<file path="config.mk">
export PLATFORM = sky130hd
export DESIGN_NAME = imu_boxcar_average_remap_unit
export DESIGN_NICKNAME = d
export VERILOG_FILES = /design/src/sv/imubar_pkg.sv /design/src/sv/imu_boxcar_average_remap_unit.sv /design/src/sv/imubar_ram.sv
export SDC_FILE = /design/constraint.sdc
export NUM_CORES = 2
export LEC_CHECK = 0
export ABC_CLOCK_PERIOD_IN_PS = 22600
export BUFFER_PORTS_ARGS = -buffer_cell sky130_fd_sc_hd__buf_4
export CELL_PAD_IN_SITES_DETAIL_PLACEMENT = 1
export CELL_PAD_IN_SITES_GLOBAL_PLACEMENT = 1
export CORE_ASPECT_RATIO = 0.75
export CORE_MARGIN = 1
export CORE_UTILIZATION = 30
export DETAILED_ROUTE_END_ITERATION = 8
export PLACE_DENSITY_LB_ADDON = 0.1
export SYNTH_ARGS = -nofsm -noshare
export SYNTH_HDL_FRONTEND = slang
export SYNTH_SLANG_ARGS = --single-unit
</file>
<file path="constraint.sdc">
create_clock -name clk -period 22.6 [get_ports clk]
set_clock_uncertainty 0.2 [all_clocks]
set_input_delay 2.26 -clock clk [delete_from_list [all_inputs] [get_ports clk]]
set_output_delay 2.26 -clock clk [all_outputs]
set_load 0.1 [all_outputs]
</file>
<file path="src/sv/imubar_pkg.sv">
// Shared types and constants for the IMU boxcar average and remap block.
package imubar_pkg;

  localparam int SAMPLE_W = 16;
  localparam int ALPHA_W = 16;
  localparam int AXES = 3;
  localparam logic [ALPHA_W-1:0] TEMP_ALPHA_RESET = 16'd741;

  typedef struct packed {
    logic signed [SAMPLE_W-1:0] acc_x;
    logic signed [SAMPLE_W-1:0] acc_y;
    logic signed [SAMPLE_W-1:0] acc_z;
    logic signed [SAMPLE_W-1:0] gyro_x;
    logic signed [SAMPLE_W-1:0] gyro_y;
    logic signed [SAMPLE_W-1:0] gyro_z;
    logic signed [SAMPLE_W-1:0] temp_raw;
  } sample_t;

  typedef struct packed {
    logic signed [SAMPLE_W-1:0] body_acc_x;
    logic signed [SAMPLE_W-1:0] body_acc_y;
    logic signed [SAMPLE_W-1:0] body_acc_z;
    logic signed [SAMPLE_W-1:0] body_gyro_x;
    logic signed [SAMPLE_W-1:0] body_gyro_y;
    logic signed [SAMPLE_W-1:0] body_gyro_z;
    logic signed [SAMPLE_W-1:0] temp_smoothed;
  } result_t;

endpackage

</file>
<file path="src/sv/imu_boxcar_average_remap_unit.sv">
// IMU boxcar averaging, chip-to-body remap and temperature smoothing: top level.
//
// Input channel (in_valid / in_stall / in_data) carries one IMU request: three
// accelerometer axes, three gyro axes and a raw temperature. Output channel
// (out_valid / out_stall / out_data) returns one result per request, in order.
// Each motion axis is averaged over the last HIST_DEPTH samples (running sum
// shifted right by floor(log2(HIST_DEPTH))), then remapped: body x = chip y,
// body y = chip x, body z = -chip z, all saturated to 16 bits. Temperature is
// smoothed in Q16.16 with weight temp_alpha, written through cfg_we / cfg_data
// only while the block is idle, which the user must ensure; the block does not.
// A result is registered into the output register (or the skid entry when that
// is held) as its request is accepted. Throughput: one request per cycle while
// in_stall is low; the rate is held by the running-sum update and the temperature
// multiply-add recurrence, with the oldest sample prefetched from the history RAM.
// A two-entry output (result register plus skid) lets a request be accepted
// while a result waits; in_stall rises only when both entries are full.
// Reset clears sums, ring pointer, temperature state and the per-entry valid
// bits (unwritten history reads as zero), and restores temp_alpha to 741.
// No clearing pass is needed; requests are accepted right after reset.
module imu_boxcar_average_remap_unit #(
  parameter int HIST_DEPTH = 8
) (
  input  logic                                clk,
  input  logic                                rst,
  input  logic                                in_valid,
  output logic                                in_stall,
  input  imubar_pkg::sample_t                 in_data,
  output logic                                out_valid,
  input  logic                                out_stall,
  output imubar_pkg::result_t                 out_data,
  input  logic                                cfg_we,
  input  logic [imubar_pkg::ALPHA_W-1:0]      cfg_data
);

  localparam int SW = imubar_pkg::SAMPLE_W;
  localparam int NAX = imubar_pkg::AXES;
  localparam int PTR_W = $clog2(HIST_DEPTH);
  localparam int K = $clog2(HIST_DEPTH + 1) - 1;
  localparam int SUM_W = SW + PTR_W;
  localparam int MEAN_W = SUM_W + 1;
  localparam int WORD_W = 2 * NAX * SW;
  localparam logic [PTR_W-1:0] LAST_POS = PTR_W'(HIST_DEPTH - 1);
  localparam logic signed [MEAN_W-1:0] SAT_HI = MEAN_W'((2 ** (SW - 1)) - 1);
  localparam logic signed [MEAN_W-1:0] SAT_LO = -SAT_HI - MEAN_W'(1);

  function automatic logic signed [SW-1:0] sat(input logic signed [MEAN_W-1:0] v);
    logic signed [SW-1:0] r;
    if (v > SAT_HI) r = SAT_HI[SW-1:0];
    else if (v < SAT_LO) r = SAT_LO[SW-1:0];
    else r = v[SW-1:0];
    return r;
  endfunction

  // state
  logic [imubar_pkg::ALPHA_W-1:0] temp_alpha;
  logic signed [SUM_W-1:0] acc_sum [NAX];
  logic signed [SUM_W-1:0] gyro_sum [NAX];
  logic signed [SUM_W-1:0] acc_sum_next [NAX];
  logic signed [SUM_W-1:0] gyro_sum_next [NAX];
  logic [PTR_W-1:0] pos;
  logic [PTR_W-1:0] pos_inc;
  logic [PTR_W-1:0] rd_addr;
  logic [HIST_DEPTH-1:0] hist_valid;
  logic old_valid;
  logic [WORD_W-1:0] rd_word;
  logic [WORD_W-1:0] old_word;
  logic [WORD_W-1:0] new_word;
  logic signed [31:0] temp_state;
  logic signed [31:0] temp_state_next;

  // output stage
  logic skid_valid;
  imubar_pkg::result_t skid_data;
  imubar_pkg::result_t result;

  logic in_acc;
  logic out_take;

  logic signed [SW-1:0] new_acc [NAX];
  logic signed [SW-1:0] new_gyro [NAX];
  logic signed [MEAN_W-1:0] acc_mean [NAX];
  logic signed [MEAN_W-1:0] gyro_mean [NAX];

  logic [imubar_pkg::ALPHA_W:0] temp_weight;
  logic signed [SW+imubar_pkg::ALPHA_W:0] temp_p1;
  logic signed [49:0] temp_p2;
  logic signed [33:0] temp_sum;

  assign in_stall = skid_valid;
  assign in_acc = in_valid && !skid_valid;
  assign out_take = out_valid && !out_stall;

  assign pos_inc = (pos == LAST_POS) ? '0 : pos + PTR_W'(1);
  // prefetch the slot the next request will overwrite
  assign rd_addr = in_acc ? pos_inc : pos;
  assign old_word = old_valid ? rd_word : '0;

  assign new_acc[0] = in_data.acc_x;
  assign new_acc[1] = in_data.acc_y;
  assign new_acc[2] = in_data.acc_z;
  assign new_gyro[0] = in_data.gyro_x;
  assign new_gyro[1] = in_data.gyro_y;
  assign new_gyro[2] = in_data.gyro_z;

  always_comb begin
    logic signed [SW-1:0] old_a;
    logic signed [SW-1:0] old_g;
    for (int i = 0; i < NAX; i++) begin
      old_a = old_word[i*SW +: SW];
      old_g = old_word[(NAX+i)*SW +: SW];
      new_word[i*SW +: SW] = new_acc[i];
      new_word[(NAX+i)*SW +: SW] = new_gyro[i];
      acc_sum_next[i] = acc_sum[i] + {{(SUM_W-SW){new_acc[i][SW-1]}}, new_acc[i]}
                        - {{(SUM_W-SW){old_a[SW-1]}}, old_a};
      gyro_sum_next[i] = gyro_sum[i] + {{(SUM_W-SW){new_gyro[i][SW-1]}}, new_gyro[i]}
                         - {{(SUM_W-SW){old_g[SW-1]}}, old_g};
      acc_mean[i] = $signed({acc_sum_next[i][SUM_W-1], acc_sum_next[i]}) >>> K;
      gyro_mean[i] = $signed({gyro_sum_next[i][SUM_W-1], gyro_sum_next[i]}) >>> K;
    end
  end

  // state' = alpha*x + floor((1 - alpha)*state), all in Q16.16
  assign temp_weight = (imubar_pkg::ALPHA_W+1)'(2 ** imubar_pkg::ALPHA_W)
                       - {1'b0, temp_alpha};
  assign temp_p1 = $signed({1'b0, temp_alpha}) * in_data.temp_raw;
  assign temp_p2 = $signed({1'b0, temp_weight}) * temp_state;
  assign temp_sum = {{(34-(SW+imubar_pkg::ALPHA_W+1)){temp_p1[SW+imubar_pkg::ALPHA_W]}},
                     temp_p1} + temp_p2[49:16];
  assign temp_state_next = temp_sum[31:0];

  always_comb begin
    result.body_acc_x = sat(acc_mean[1]);
    result.body_acc_y = sat(acc_mean[0]);
    result.body_acc_z = sat(-acc_mean[2]);
    result.body_gyro_x = sat(gyro_mean[1]);
    result.body_gyro_y = sat(gyro_mean[0]);
    result.body_gyro_z = sat(-gyro_mean[2]);
    result.temp_smoothed = temp_state_next[31:16];
  end

  imubar_ram #(
    .WIDTH(WORD_W),
    .DEPTH(HIST_DEPTH)
  ) u_hist_ram (
    .clk  (clk),
    .we   (in_acc),
    .waddr(pos),
    .wdata(new_word),
    .raddr(rd_addr),
    .rdata(rd_word)
  );

  always_ff @(posedge clk) begin
    if (rst) begin
      temp_alpha <= imubar_pkg::TEMP_ALPHA_RESET;
      for (int i = 0; i < NAX; i++) begin
        acc_sum[i] <= '0;
        gyro_sum[i] <= '0;
      end
      pos <= '0;
      hist_valid <= '0;
      old_valid <= 1'b0;
      temp_state <= '0;
      out_valid <= 1'b0;
      skid_valid <= 1'b0;
    end else begin
      if (cfg_we) begin
        temp_alpha <= cfg_data;
      end
      old_valid <= hist_valid[rd_addr];
      if (in_acc) begin
        for (int i = 0; i < NAX; i++) begin
          acc_sum[i] <= acc_sum_next[i];
          gyro_sum[i] <= gyro_sum_next[i];
        end
        hist_valid[pos] <= 1'b1;
        pos <= pos_inc;
        temp_state <= temp_state_next;
      end
      if (out_take || !out_valid) begin
        if (skid_valid) begin
          out_valid <= 1'b1;
          skid_valid <= 1'b0;
        end else begin
          out_valid <= in_acc;
        end
      end else if (in_acc) begin
        skid_valid <= 1'b1;
      end
    end
  end

  // payload registers
  always_ff @(posedge clk) begin
    if (out_take || !out_valid) begin
      if (skid_valid) begin
        out_data <= skid_data;
      end else if (in_acc) begin
        out_data <= result;
      end
    end else if (in_acc) begin
      skid_data <= result;
    end
  end

`ifndef SYNTHESIS
  a_skid_implies_out: assert property (@(posedge clk) disable iff (rst)
    skid_valid |-> out_valid)
    else $error("skid entry held without a result in the output register");

  a_stalled_request_to_skid: assert property (@(posedge clk) disable iff (rst)
    (in_acc && out_valid && out_stall) |=> skid_valid)
    else $error("request accepted under output stall not held in skid");

  a_pos_advance: assert property (@(posedge clk) disable iff (rst)
    in_acc |=> (pos == $past(pos_inc)))
    else $error("ring pointer did not advance on accepted request");

  a_state_hold: assert property (@(posedge clk) disable iff (rst)
    !in_acc |=> ($stable(temp_state) && $stable(pos)))
    else $error("filter state changed without an accepted request");
`endif

endmodule

</file>
<file path="src/sv/imubar_ram.sv">
// Generic single-write, single-read RAM with registered read data.
module imubar_ram #(
  parameter int WIDTH = 96,
  parameter int DEPTH = 8
) (
  input  logic                     clk,
  input  logic                     we,
  input  logic [$clog2(DEPTH)-1:0] waddr,
  input  logic [WIDTH-1:0]         wdata,
  input  logic [$clog2(DEPTH)-1:0] raddr,
  output logic [WIDTH-1:0]         rdata
);

  logic [WIDTH-1:0] mem [DEPTH];

  always_ff @(posedge clk) begin
    if (we) begin
      mem[waddr] <= wdata;
    end
    rdata <= mem[raddr];
  end

endmodule
</file>
==> results by group <==
Outcome
  – Status: finished clean

CTS
  – Clk_lat worst skew: 0.84 ns
  – CTS sink cnt: 1264
  – Cts bufs inserted: 157
  – Clk pin slew, worst setup/hold paths: 0.06 ns
  – CTS resizes: 0
  – Root buf cell: clkbuf_16
  – CTS Buffer Depth: 4
  – TritonCTS clock tree: done
  – Post-CTS setup buffer count: 0
  – Hold Buf Count CTS: 0
  – CTS HTree Levels: 4

Global routing
  – First-pass GRT wire length: 395000 microns
  – M2 GR Usage: 29.9%
  – Number of global-route vias before repair: 60700
  – M3 GR Usage: 2.21%
  – GRT met1 Usage: 26.8%
  – GR peak layer: met2
  – Antenna violations before repair: 31
  – Global route overflow: 0
  – Total track usage: 18.6%
  – Largest net degree at the start of global routing: 150

Logic synthesis
  – Ys flop type: edfxtp_1
  – Largest family of logic cells by synthesized area: adder cells
  – Mapped Cells: 7944
  – Ys async rst share: 0%
  – Cell Area, Synth: 83400 sq um
  – Count leader, synth: nand2_1
  – XOR/XNOR Fraction of Synth Area: 2.14%
  – Yosys top cell by area: edfxtp_1
  – Yosys cell types: 78
  – Mux cell area share after synthesis: 0.873%
  – Compound-Gate Fraction of Synth Area: 4.42%
  – Commonest cells in the netlist: 1565 x nand2_1, 1335 x inv_1, 1106 x edfxtp_1
  – Ys Warns: 0
  – Simple-gate share of the synthesized area: 15.9%
  – FF+latch count, synth: 1264
  – Syn Area/Cell: 10.5 sq um
  – Post-Synth Adder-Cell Area: 25.4%
  – Synth top area share: 39.8%
  – Synth area leaders: edfxtp_1 40%, fa_1 20%, nand2_1 7.0%
  – Syn_nets: 9268
  – EDFF count, synth: 1106
  – Sequential-to-total area share from yosys stat: 43.6%

Setup path
  – Req. time, crit path: 22.91 ns
  – Slowest CP cell: o21ai_0
  – Crit path launch type: flop
  – Critical Path Max Stage Delay: 0.85 ns
  – Worst Setup End Kind: flop
  – Worst-path maximum fanout: 32
  – WP data arrival: 15.04 ns
  – R2R Setup Slk: 7.87 ns
  – CP delay by family, top: adder cells
  – Buffers plus inverters on the worst setup path: 9
  – Crit path kind: reg -> reg
  – Most common cell on crit path: fa_1

Layout
  – Syn-to-layout area delta: 13.7%
  – Cell area after layout: 94800 sq um
  – NumNets Final: 9435
  – Core Util, Final: 34.3%
  – Share of cells above drive strength 1: 8.64%

Floorplanning
  – Starting Density: 30.2%
  – Die Height: 459 microns
  – Die X: 611 microns
  – Core area: 276000 sq um
  – Die ar.: 280000 sq um
  – Cell Rows: 167
  – Top Ports: 247

STA
  – Final Hold Viols: 0
  – Tightest Pin Transition: 1.26 ns
  – Setup TNS: 0 ns
  – Fmax: 67.9 MHz
  – Max transition margin: 15.8%
  – Final period utilization: 65.2%
  – Hold WS: 0.273 ns
  – Min Clock Period, post-route: 14.73 ns
  – Unrepaired setup endpoints after global routing: false
  – Pins Over Slew Limit: 0
  – Final setup vio count: 0

Routing
  – Drt total wl: 259000 microns
  – Vias: 55500
  – ANT nets after route: 0
  – DRT iter0 DRCs: 2816
  – DR WL/cell: 21.7 microns
  – Remaining DRCs: 0
  – Pre-antenna DRT Iters: 5
  – Vias per cell: 4.64

Run
  – MaxCap Viol Count: 0

Min path
  – HP Class: reg -> reg

Placed design
  – Routability Congestion: 0.786
  – PortBufs: 246
  – DP Area: 89800 sq um
  – DP HPWL: 174000 microns
routing by layer:
metal  wire length (microns)  vias up
li1                        -    25700
met1                  127000    28800
met2                  118000      708
met3                    8390      267
met4                    5050        8
met5                      46        -
cells by family after synthesis:
| group | count (synthesis) |
|---|---|
| AOI/OAI and AO/OA | 600 |
| xor gates and xnor gates | 204 |
| adders and majority gates | 1191 |
| buffers and inverters | 1692 |
| DFF | 1264 |
| muxes | 67 |
| and+or+nand+nor | 2926 |
area by class of cell:
type                            instances  area, sq um
Fill cell                           30700       181000
Inverter                             1335         5020
Clock buffer                          204         4320
Clock inverter                         69          682
Antenna cell                           11         27.5
Sequential cell                      1264        36400
Multi-Input combinational cell       4988        40900
Tap cell                             3718         4650
Timing Repair Buffer                  365         2770
flip-flops by register name, summed over array words and instances, names as in the netlist, 8 cells and up:
register	cells
acc_sum	57
gyro_sum	57
u_hist_ram.mem	768
u_hist_ram.rdata	96
temp_alpha	16
skid_data	112
out_data	112
temp_state	32
hist_valid	8
cell usage in the layout (no fill, tap or decap), types with 25 or more instances in the layout:
master,Yosys,layout
nand2_1,1565,1563
inv_1,1335,1333
edfxtp_1,1106,1106
fa_1,840,840
nand3_1,522,522
and2_1,431,431
buf_4,1,363
ha_1,351,350
o21ai_0,225,225
nor2_1,222,217
clkbuf_16,0,161
dfxtp_1,158,156
a21oi_1,139,137
xnor2_1,116,107
xor2_1,88,83
a21o_1,58,57
mux2_2,46,46
nor3_1,48,43
nand2b_1,39,39
o21a_1,37,36
clkbuf_1,320,30
clkinv_2,0,26
nor2b_1,26,25
worst reg2reg max path: cells and delay by family (launching register included):
family	cells	cell delay (ns)
and+or+nand+nor	8	1.74
buffers and inverters	9	0.82
adders and majority gates	13	6.22
xor gates and xnor gates	3	0.47
muxes	1	0.32
DFF	1	0.62
AOI/OAI and AO/OA	12	4.05
final timing paths:
kind / start / to / depth (start not counted)
setup / recovery: temp_alpha[4] / out_data[15] / 46
hold / removal: hist_valid[2] / hist_valid[2] / 1
setup reg to reg: temp_alpha[4] / out_data[15] / 46
hold reg to reg: hist_valid[2] / hist_valid[2] / 1
metrics by stage:
stage	instances	setup slack, ns
3_5_place_dp	11700	7.94
4_1_cts	11900	7.80
2_1_floorplan	7944	9.90
5_1_grt	11900	7.08
6_report	12000	7.87
3_3_place_gp	11700	8.13
Power is not shown: default switching activity piles up to over one toggle a cycle in this logic, so the estimate is an artifact.
